`src/hw/rtl/idba_pkg.sv`:
```
// shared constants and types for the agreed identifier bitmap allocator
package idba_pkg;

    // width of one free-map word and of the incoming peer word
    localparam int unsigned WORD_W = 32;
    // width of a bit index within a word
    localparam int unsigned BIT_W = 5;
    // width of a granted identifier
    localparam int unsigned ID_W = 12;
    // width of the result tdata bus (identifier padded to whole bytes)
    localparam int unsigned OUT_TDATA_W = 16;

    // reset contents of the free map
    localparam logic [WORD_W-1:0] WORD0_RESET = 32'h3FFF_FFFF;
    localparam logic [WORD_W-1:0] WORD_RESET  = 32'hFFFF_FFFF;

    // end-of-round result handed from the scan stage to the output register
    typedef struct packed {
        logic            valid;
        logic [ID_W-1:0] granted_id;
        logic            exhausted;
    } result_t;

endpackage

```
`src/hw/rtl/agreed_id_bitmap_allocator.sv`:
```
// top level of the agreed identifier bitmap allocator
//
//  channel | dir | ports                          | word
//  --------+-----+--------------------------------+-------------------------------
//  s_      | in  | s_tvalid s_tready s_tdata[31:0] | one peer mask word per item
//  m_      | out | m_tvalid m_tready m_tdata m_tuser | one result per round
//
//  one word is taken per cycle while s_tready is high; it is read and scanned in the next cycle,
//  which ends by loading the result register, so m_tvalid rises once the last word is scanned
//  a round is MAP_WORDS words; with a single-word map the one-slot result register
//  admits no new word while the previous one is still being scanned
//  the last word of a round waits while the result register is still held
//  reset is immediate: map words read as their reset contents until first written
module agreed_id_bitmap_allocator #(
    parameter int unsigned MAP_WORDS = 32
) (
    input  logic                                aclk,
    input  logic                                aresetn,
    input  logic                                s_tvalid,
    output logic                                s_tready,
    input  logic [idba_pkg::WORD_W-1:0]         s_tdata,   // [31:0] peer_word
    output logic                                m_tvalid,
    input  logic                                m_tready,
    output logic [idba_pkg::OUT_TDATA_W-1:0]    m_tdata,   // [11:0] granted_id, [15:12] zero
    output logic                                m_tuser    // [0] exhausted
);

    localparam int unsigned ADDR_W = (MAP_WORDS > 1) ? $clog2(MAP_WORDS) : 1;

    logic [ADDR_W-1:0]           pos_reg;
    logic [ADDR_W-1:0]           pos_next;
    logic                        pos_last;
    logic                        accept;

    logic                        out_valid_reg;
    logic [idba_pkg::ID_W-1:0]   out_id_reg;
    logic                        out_exh_reg;

    logic [idba_pkg::WORD_W-1:0] map_word;
    logic                        wr_en;
    logic [ADDR_W-1:0]           wr_addr;
    logic [idba_pkg::WORD_W-1:0] wr_data;
    idba_pkg::result_t           result;

    // word position within the round
    always_comb begin
        pos_last = (pos_reg == ADDR_W'(MAP_WORDS - 1));
        pos_next = pos_last ? '0 : pos_reg + ADDR_W'(1);
    end

    // last word only enters when the result register is sure to be free
    always_comb begin
        s_tready = !pos_last || ((!out_valid_reg || m_tready) && !result.valid);
        accept   = s_tvalid && s_tready;
    end

    always_ff @(posedge aclk) begin
        if (!aresetn) begin
            pos_reg <= '0;
        end else if (accept) begin
            pos_reg <= pos_next;
        end
    end

    idba_map_ram #(
        .DEPTH  (MAP_WORDS),
        .ADDR_W (ADDR_W)
    ) u_map_ram (
        .aclk    (aclk),
        .aresetn (aresetn),
        .rd_en   (accept),
        .rd_addr (pos_reg),
        .wr_en   (wr_en),
        .wr_addr (wr_addr),
        .wr_data (wr_data),
        .rd_word (map_word)
    );

    idba_scan #(
        .ADDR_W (ADDR_W)
    ) u_scan (
        .aclk         (aclk),
        .aresetn      (aresetn),
        .in_take      (accept),
        .in_pos       (pos_reg),
        .in_last      (pos_last),
        .in_peer_word (s_tdata),
        .map_word     (map_word),
        .wr_en        (wr_en),
        .wr_addr      (wr_addr),
        .wr_data      (wr_data),
        .result       (result)
    );

    // result register
    always_ff @(posedge aclk) begin
        if (!aresetn) begin
            out_valid_reg <= 1'b0;
        end else if (result.valid) begin
            out_valid_reg <= 1'b1;
        end else if (m_tready) begin
            out_valid_reg <= 1'b0;
        end
        if (result.valid) begin
            out_id_reg  <= result.granted_id;
            out_exh_reg <= result.exhausted;
        end
    end

    assign m_tvalid = out_valid_reg;
    assign m_tdata  = idba_pkg::OUT_TDATA_W'(out_id_reg);
    assign m_tuser  = out_exh_reg;

endmodule

```
`src/hw/rtl/idba_map_ram.sv`:
```
// free-map word memory with per-word valid bits and write-to-read forwarding
module idba_map_ram #(
    parameter int unsigned DEPTH  = 32,
    parameter int unsigned ADDR_W = 5
) (
    input  logic                           aclk,
    input  logic                           aresetn,
    input  logic                           rd_en,
    input  logic [ADDR_W-1:0]              rd_addr,
    input  logic                           wr_en,
    input  logic [ADDR_W-1:0]              wr_addr,
    input  logic [idba_pkg::WORD_W-1:0]    wr_data,
    output logic [idba_pkg::WORD_W-1:0]    rd_word
);

    logic [idba_pkg::WORD_W-1:0] mem [DEPTH];
    logic [DEPTH-1:0]            valid_reg;
    logic [idba_pkg::WORD_W-1:0] mem_q_reg;
    logic                        rd_valid_reg;
    logic [ADDR_W-1:0]           rd_addr_reg;
    logic                        fwd_hit_reg;
    logic [idba_pkg::WORD_W-1:0] fwd_data_reg;

    // memory array: one write port, one registered read port
    always_ff @(posedge aclk) begin
        if (wr_en) begin
            mem[wr_addr] <= wr_data;
        end
        if (rd_en) begin
            mem_q_reg    <= mem[rd_addr];
            rd_valid_reg <= valid_reg[rd_addr];
            rd_addr_reg  <= rd_addr;
            fwd_data_reg <= wr_data;
        end
    end

    // valid bits, cleared at reset, and the same-word forwarding flag
    always_ff @(posedge aclk) begin
        if (!aresetn) begin
            valid_reg   <= '0;
            fwd_hit_reg <= 1'b0;
        end else begin
            if (wr_en) begin
                valid_reg[wr_addr] <= 1'b1;
            end
            if (rd_en) begin
                fwd_hit_reg <= wr_en && (wr_addr == rd_addr);
            end
        end
    end

    // effective word: forwarded write, stored word, or reset contents
    always_comb begin
        if (fwd_hit_reg) begin
            rd_word = fwd_data_reg;
        end else if (rd_valid_reg) begin
            rd_word = mem_q_reg;
        end else if (rd_addr_reg == '0) begin
            rd_word = idba_pkg::WORD0_RESET;
        end else begin
            rd_word = idba_pkg::WORD_RESET;
        end
    end

endmodule

```
`src/hw/rtl/idba_scan.sv`:
```
// scan stage: and with peer word, leading-bit search, map update and round tracking
module idba_scan #(
    parameter int unsigned ADDR_W = 5
) (
    input  logic                           aclk,
    input  logic                           aresetn,
    input  logic                           in_take,
    input  logic [ADDR_W-1:0]              in_pos,
    input  logic                           in_last,
    input  logic [idba_pkg::WORD_W-1:0]    in_peer_word,
    input  logic [idba_pkg::WORD_W-1:0]    map_word,
    output logic                           wr_en,
    output logic [ADDR_W-1:0]              wr_addr,
    output logic [idba_pkg::WORD_W-1:0]    wr_data,
    output idba_pkg::result_t              result
);

    localparam int unsigned FULL_ID_W = ADDR_W + idba_pkg::BIT_W + 2;

    logic                        s1_valid_reg;
    logic [ADDR_W-1:0]           s1_pos_reg;
    logic                        s1_last_reg;
    logic [idba_pkg::WORD_W-1:0] s1_peer_reg;
    logic                        found_reg;
    logic [idba_pkg::ID_W-1:0]   pending_reg;

    logic [idba_pkg::WORD_W-1:0] common;
    logic [idba_pkg::BIT_W-1:0]  lead_bit;
    logic                        take;
    logic [FULL_ID_W-1:0]        full_id;
    logic                        found_next;
    logic [idba_pkg::ID_W-1:0]   pending_next;

    // word stage registers
    always_ff @(posedge aclk) begin
        if (!aresetn) begin
            s1_valid_reg <= 1'b0;
        end else begin
            s1_valid_reg <= in_take;
        end
        if (in_take) begin
            s1_pos_reg  <= in_pos;
            s1_last_reg <= in_last;
            s1_peer_reg <= in_peer_word;
        end
    end

    // leading set bit, counted from the msb
    always_comb begin
        common   = s1_peer_reg & map_word;
        lead_bit = '0;
        for (int i = 0; i < int'(idba_pkg::WORD_W); i++) begin
            if (common[i]) begin
                lead_bit = idba_pkg::BIT_W'(idba_pkg::WORD_W - 1 - i);
            end
        end
    end

    // first common bit of the round is taken and cleared locally
    always_comb begin
        take         = s1_valid_reg && !found_reg && (common != '0);
        full_id      = {s1_pos_reg, lead_bit, 2'b00};
        found_next   = found_reg | take;
        pending_next = take ? idba_pkg::ID_W'(full_id) : pending_reg;
        wr_en        = take;
        wr_addr      = s1_pos_reg;
        wr_data      = map_word & ~({1'b1, {(idba_pkg::WORD_W-1){1'b0}}} >> lead_bit);
    end

    // end-of-round result
    always_comb begin
        result.valid      = s1_valid_reg && s1_last_reg;
        result.granted_id = found_next ? pending_next : '0;
        result.exhausted  = !found_next;
    end

    // round state, cleared after the last word
    always_ff @(posedge aclk) begin
        if (!aresetn) begin
            found_reg   <= 1'b0;
            pending_reg <= '0;
        end else if (s1_valid_reg) begin
            if (s1_last_reg) begin
                found_reg   <= 1'b0;
                pending_reg <= '0;
            end else begin
                found_reg   <= found_next;
                pending_reg <= pending_next;
            end
        end
    end

endmodule
```
`config.mk`:
```
export PLATFORM = sky130hd
export DESIGN_NAME = agreed_id_bitmap_allocator
export DESIGN_NICKNAME = d
export VERILOG_FILES = /design/src/hw/rtl/idba_pkg.sv /design/src/hw/rtl/agreed_id_bitmap_allocator.sv /design/src/hw/rtl/idba_map_ram.sv /design/src/hw/rtl/idba_scan.sv
export SDC_FILE = /design/constraint.sdc
export NUM_CORES = 1
export LEC_CHECK = 0
export ABC_CLOCK_PERIOD_IN_PS = 17300
export BUFFER_PORTS_ARGS = -buffer_cell sky130_fd_sc_hd__clkbuf_2
export CAP_MARGIN = 40
export CORE_ASPECT_RATIO = 2
export CORE_UTILIZATION = 50
export CTS_CLUSTER_SIZE = 40
export DETAILED_ROUTE_END_ITERATION = 16
export MAX_ROUTING_LAYER = met4
export PLACE_DENSITY = 0.67
export SETUP_SLACK_MARGIN = 0.05
export SYNTH_ARGS = -nofsm -noshare
export SYNTH_HDL_FRONTEND = slang
export SYNTH_SLANG_ARGS = --single-unit
```
`constraint.sdc`:
```
create_clock -name aclk -period 17.3 [get_ports aclk]
set_input_delay 0.865 -clock aclk [delete_from_list [all_inputs] [get_ports aclk]]
set_output_delay 0.865 -clock aclk [all_outputs]
set_load 0.03 [all_outputs]
```
==> results of run 1 <==
## metal layers
layer | routed length [um] | global-route usage, % | vias up
li1 | - | - | 9058
met1 | 42590 | 32.10 | 12110
met2 | 63220 | 45.54 | 1032
met3 | 7385 | 3.386 | 244
met4 | 5499 | 12.24 | 0
met5 | 0 | - | -
## cell families (layout without fill, tap and decap cells)
| family | Yosys count | count (layout) | share of synthesized area [%] |
|---|---|---|---|
| AOI/OAI and AO/OA | 209 | 209 | 3.486 |
| other | 1 | 4 | 0.008099 |
| adders and majority gates | 2 | 2 | 0.05404 |
| xor gates and xnor gates | 5 | 5 | 0.09460 |
| buffers and inverters | 118 | 328 | 1.108 |
| DFF | 1193 | 1193 | 76.23 |
| and+or+nand+nor | 172 | 172 | 2.143 |
| muxes | 364 | 364 | 16.88 |
## path summary, 6_finish.rpt
path                         startpoint                endpoint  depth (start not counted)
setup / recovery  u_map_ram.fwd_hit_reg   u_map_ram.mem[15][24]                          8
setup reg to reg  u_map_ram.fwd_hit_reg   u_map_ram.mem[15][24]                          8
hold / removal              s_tdata[18]  u_scan.s1_peer_reg[18]                          1
hold reg to reg   u_scan.pending_reg[1]   u_scan.pending_reg[1]                          1
## power by group
group	leakage, uW	switching [uW]	internal (uW)
clock	0.00162	1050	1290
combinational	0.00350	198	137
sequential	0.0106	27.3	3210
total	0.0157	1280	4640
## worst max-delay path, delay by kind of cell, from the launching register on
kind                   cells  cell delay [ps]
AND/OR/NAND/NOR            4             2030
buffers and inverters      2              860
AO/OA/AOI/OAI              2              940
flip-flops                 1              320
## metrics by stage
stage | total power (uW) | cell area, um2
CTS | 5943 | 52320
global placement | 3622 | 48470
floorplan | 3508 | 46310
detailed placement | 3635 | 48970
finish | 5913 | 52320
global route | 6054 | 52320
## synthesized netlist by cell type (24+ instances only)
cell type / instances
o211ai_1: 24
mux2_2: 34
o21ai_0: 30
dfxtp_1: 53
edfxtp_1: 1140
nand2_1: 30
buf_1: 31
nor2_1: 46
o21a_1: 35
a21oi_1: 31
mux4_2: 330
clkbuf_1: 65
## area by class of cell
| cell class | instances | area share (%) |
|---|---|---|
| sequential | 1193 | 67.48 |
| clock inverter | 67 | 1.552 |
| multi-input combinational | 756 | 20.84 |
| timing repair buffer | 141 | 2.360 |
| inverter | 6 | 0.04783 |
| tap | 1192 | 2.850 |
| clock buffer | 114 | 4.861 |
==> impl_metrics.json, run 1 <==
{
  "port_buffers": 50,
  "run_status": "finished clean",
  "coreArea_um2": 91540,
  "synthCells": 2064,
  "finalClockSkew_ps": 38.85,
  "ys_types": 77,
  "drcViolationCount": 0,
  "hold_viol_final": 0,
  "diodes": 0,
  "wl_um": 118700,
  "die_y_um": 432.4,
  "root_buffer": "clkbuf_16",
  "post-route-period-util_pct": 26.74,
  "cts_htree_levels": 3,
  "clock_latency_ps": 740,
  "final_util_pct": 57.16,
  "synth-seq-area-share_pct": 76.23,
  "io_pins": 55,
  "crit_chain": "buf_4, nand2b_4, o211ai_1, and4_1, and4_1, a311o_1, nor2_4, buf_4",
  "overflow": 0,
  "tns_ps": 0,
  "report.final.setup_viol": 0,
  "regArea_um2": 35310,
  "synth_edf_count": 1140,
  "rsz0062_at_grt": "no",
  "num_vias": 22440,
  "crit_path_end_kind": "flip-flop",
  "final_common_cell": "edfxtp_1",
  "dieArea_um2": 93900,
  "dp_slack_ps": 12760,
  "slew_headroom_pct": 25.31,
  "holdCritPathClass": "primary input to flip-flop",
  "yosys_warnings": 0,
  "rows": 157,
  "mostFrequentLayoutCells": "edfxtp_1 (1140), mux4_2 (330), clkbuf_16 (99)",
  "syn_area_per_cell_um2": 22.43,
  "ctsHoldBuffers": 0,
  "slowest_stage": "nor2_4",
  "nets": 2234,
  "grt_max_degree": 146,
  "fin_cells": 3469,
  "worstMarginPinSlew_ps": 1120,
  "r2r_slack_ps": 12670,
  "cts_tree": "yes",
  "whs_ps": 303.7,
  "timing.fmax_mhz": 216.2,
  "vias_per_cell": 6.469,
  "critPathLaunchType": "flip-flop",
  "area.growth.synth_to_final_pct": 13.01,
  "synthArstFlopShare_pct": 0,
  "ys_seq_elements": 1193,
  "worstPathRequired_ps": 17660,
  "antenna_found_initial": 0,
  "synth_top_cell_by_area": "edfxtp_1",
  "p_per_area_nw_per_um2": 113.0,
  "first_iter_violations": 2576,
  "multi_input_area_um2": 10910,
  "path_max_fanout": 73,
  "post_cts.repair.setup_buffers": 0,
  "path_class": "flip-flop to flip-flop",
  "post_cts_resized": 0,
  "hpwl_um": 69520,
  "die_w_um": 217.2,
  "slew_violations": 0,
  "track_usage_pct": 26.85,
  "drt_first_pass_iters": 6,
  "numCtsBuffers": 98,
  "critical-path-max-stage-delay_ps": 770,
  "path_clk_slew_ps": 80,
  "synthesis.area_um2": 46300,
  "grt_pass1_wl_um": 169500,
  "largest_register": "u_map_ram.mem",
  "dp_cells": 3288,
  "p_leak_uw": 0.01569,
  "synth_top_area_share_pct": 73.94,
  "fillerInstances": 6702,
  "drive_gt1_share_pct": 33.55,
  "peakVddDrop_uv": 75.85,
  "finalWeightedCongestion": 0.9879,
  "cts_max_path_buffers": 3,
  "start_util_pct": 50.58,
  "ant_nets": 0,
  "min_period_ps": 4626,
  "largest_register_ffs": 1024,
  "synthTopCellsByArea": "edfxtp_1 (74%), mux4_2 (16%), dfxtp_1 (2.3%)",
  "post_drt_wl_per_cell_um": 34.22,
  "grt_pass1_vias": 23220,
  "synth_flop_cell": "edfxtp_1",
  "clock-sinks": 1193,
  "layout_setup_ws_ps": 12670,
  "crit_arrival_ps": 4980,
  "cap_violations": 0
}
No activity file was read; power rests on OpenSTA's default activity.
==> run 2: changes to the inputs <==
--- a/config.mk
+++ b/config.mk
@@ -5,7 +5,7 @@
 export SDC_FILE = /design/constraint.sdc
 export NUM_CORES = 1
 export LEC_CHECK = 0
-export ABC_CLOCK_PERIOD_IN_PS = 17300
+export ABC_CLOCK_PERIOD_IN_PS = 3800
 export BUFFER_PORTS_ARGS = -buffer_cell sky130_fd_sc_hd__clkbuf_2
 export CAP_MARGIN = 40
 export CORE_ASPECT_RATIO = 2
@@ -13,7 +13,7 @@
 export CTS_CLUSTER_SIZE = 40
 export DETAILED_ROUTE_END_ITERATION = 16
 export MAX_ROUTING_LAYER = met4
-export PLACE_DENSITY = 0.67
+export PLACE_DENSITY = 0.69
 export SETUP_SLACK_MARGIN = 0.05
 export SYNTH_ARGS = -nofsm -noshare
 export SYNTH_HDL_FRONTEND = slang
==> constraint.sdc (replaced) <==
create_clock -name aclk -period 3.8 [get_ports aclk]
set_input_delay 0.19 -clock aclk [delete_from_list [all_inputs] [get_ports aclk]]
set_output_delay 0.19 -clock aclk [all_outputs]
set_load 0.03 [all_outputs]
==> run 2 against run 1 <==
Against the previous run:
- total power rose to 4.6 times the previous value
- critical path type unchanged
- clock skew is 4.2 ps higher
- clock-buffer cell count shrank 2
- worst hold slack lost 93 ps
- maximum frequency rose by 25%
- sequential power grew to 4.5 times the previous value
- critical path depth up 1
- global-route usage rose by 0.19 points
==> impl_metrics.json, run 2 (synthesized netlist as in run 1, its figures left out) <==
{
  "run_status": "finished clean",
  "grt_max_degree": 119,
  "grt_pass1_wl_um": 171500,
  "hpwl_um": 69700,
  "post_drt_wl_per_cell_um": 33.64,
  "numCtsBuffers": 99,
  "start_util_pct": 50.58,
  "die_w_um": 217.2,
  "overflow": 0,
  "crit_end": "u_map_ram.mem[28][25]",
  "largest_register": "u_map_ram.mem",
  "clock_latency_ps": 720,
  "drcViolationCount": 0,
  "holdPathStages": 2,
  "path_clk_slew_ps": 80,
  "timing.rr.start": "u_map_ram.rd_addr_reg[2]",
  "cts_htree_levels": 3,
  "area.growth.synth_to_final_pct": 15.49,
  "cts_max_path_buffers": 3,
  "rsz0062_at_grt": "no",
  "worstPathRequired_ps": 4200,
  "power_uw": 27160,
  "first_iter_violations": 2610,
  "cts_tree": "yes",
  "wl_um": 119900,
  "post_cts.repair.setup_buffers": 0,
  "grt_pass1_vias": 23940,
  "p_leak_uw": 0.01621,
  "vias_per_cell": 6.474,
  "rows": 157,
  "track_usage_pct": 27.05,
  "startpoint": "u_map_ram.rd_addr_reg[2]",
  "post-route-period-util_pct": 97.19,
  "port_buffers": 50,
  "dp_slack_ps": 81.54,
  "report.final.setup_viol": 0,
  "final_common_cell": "edfxtp_1",
  "die_y_um": 432.4,
  "mostFrequentLayoutCells": "edfxtp_1 (1140), mux4_2 (330), clkbuf_16 (101)",
  "p_per_area_nw_per_um2": 507.8,
  "timing.fmax_mhz": 270.8,
  "regToRegEndpoint": "u_map_ram.mem[28][25]",
  "path_max_fanout": 33,
  "hold_viol_final": 0,
  "r2r_cells": 9,
  "ant_nets": 0,
  "slew_violations": 0,
  "cap_violations": 0,
  "largest_register_ffs": 1024,
  "finalClockSkew_ps": 43.10,
  "drt_first_pass_iters": 7,
  "io_pins": 55,
  "dieArea_um2": 93900,
  "num_vias": 23080,
  "coreArea_um2": 91540,
  "crit_path_end_kind": "flip-flop",
  "antenna_found_initial": 2,
  "finalWeightedCongestion": 0.9835,
  "layout_setup_ws_ps": 106.7,
  "peakVddDrop_uv": 426.4,
  "path_class": "flip-flop to flip-flop",
  "holdCritPathClass": "primary input to flip-flop",
  "critPathLaunchType": "flip-flop",
  "min_period_ps": 3693,
  "crit_arrival_ps": 4090,
  "r2r_slack_ps": 110,
  "root_buffer": "clkbuf_16",
  "drive_gt1_share_pct": 34.84,
  "nets": 2325,
  "clock-sinks": 1193,
  "worstMarginPinSlew_ps": 930.9,
  "slew_headroom_pct": 37.80
}
run 2: cell count changes in the layout (fill, tap and decap cells not counted), sizes merged:
| cell | delta |
|---|---|
| buf | +56 |
| dlygate4sd3 | +34 |
| clkinv | +8 |
| inv | -4 |
| bufinv | +2 |
| clkbuf | -2 |
| diode | +2 |
run 2: routing by layer:
metal / wire length (um) / GRT usage [%]
met3: 8799 / 4.089
met2: 63950 / 46.21
met4: 4252 / 10.33
met1: 42910 / 32.38
met5: 0 / -
run 2: critical path, cell delays in order (launching register included):
cell and delay [ps]:
edfxtp_1 410, or3_4 470, or4b_1 640, and2_1 300
a2111o_1 400, o221a_4 350, a21oi_4 240, buf_4 170
a31oi_2 80, buf_4 260
run 2: worst min-delay path by stage:
stage / from / endpoint / slack (ps)
2_1_floorplan: s_tdata[0] / u_scan.s1_peer_reg[0] / 290
5_1_grt: s_tdata[21] / u_scan.s1_peer_reg[21] / 200
6_report: s_tdata[23] / u_scan.s1_peer_reg[23] / 210
4_1_cts: s_tdata[23] / u_scan.s1_peer_reg[23] / 160
3_3_place_gp: s_tdata[22] / u_scan.s1_peer_reg[22] / 370
3_5_place_dp: s_tdata[23] / u_scan.s1_peer_reg[23] / 370
run 2: cell type report:
class                      instances  area (um2)
antenna                            2       5.005
clock buffer                     112        2579
clock inverter                    73       874.6
fill                            6404       38070
inverter                           6       26.28
multi-input combinational        756       10940
sequential                      1193       35310
tap                             1192        1491
timing repair buffer             231        2243
run 2: power breakdown:
group          total [uW]  leakage (uW)  switching (uW)  internal, uW
combinational        1630       0.00397             940           694
clock               10800       0.00168            4710          6080
sequential          14700        0.0106             122         14600
total               27200        0.0162            5770         21400
run 2: stage by stage:
step / hold slack [ps] / area (um2) / utilization (%) / instances / TNS (ps)
CTS: 161.6 / 53430 / 58.37 / 3563 / 0
global placement: 372.1 / 49420 / 53.99 / 3331 / 0
finish: 211.0 / 53470 / 58.42 / 3565 / 0
global route: 196.2 / 53470 / 58.42 / 3565 / 0
floorplan: 288.9 / 46370 / - / 2067 / -9917
detailed placement: 369.6 / 49630 / 54.22 / 3344 / 0
run 2: timing repair:
action / in CTS / in global routing
hold endpoints to repair: 34 / 0
endpoints found under the setup margin: 9 / 299
hold buffers: 34 / 0
gates resized for setup: 1 / 4
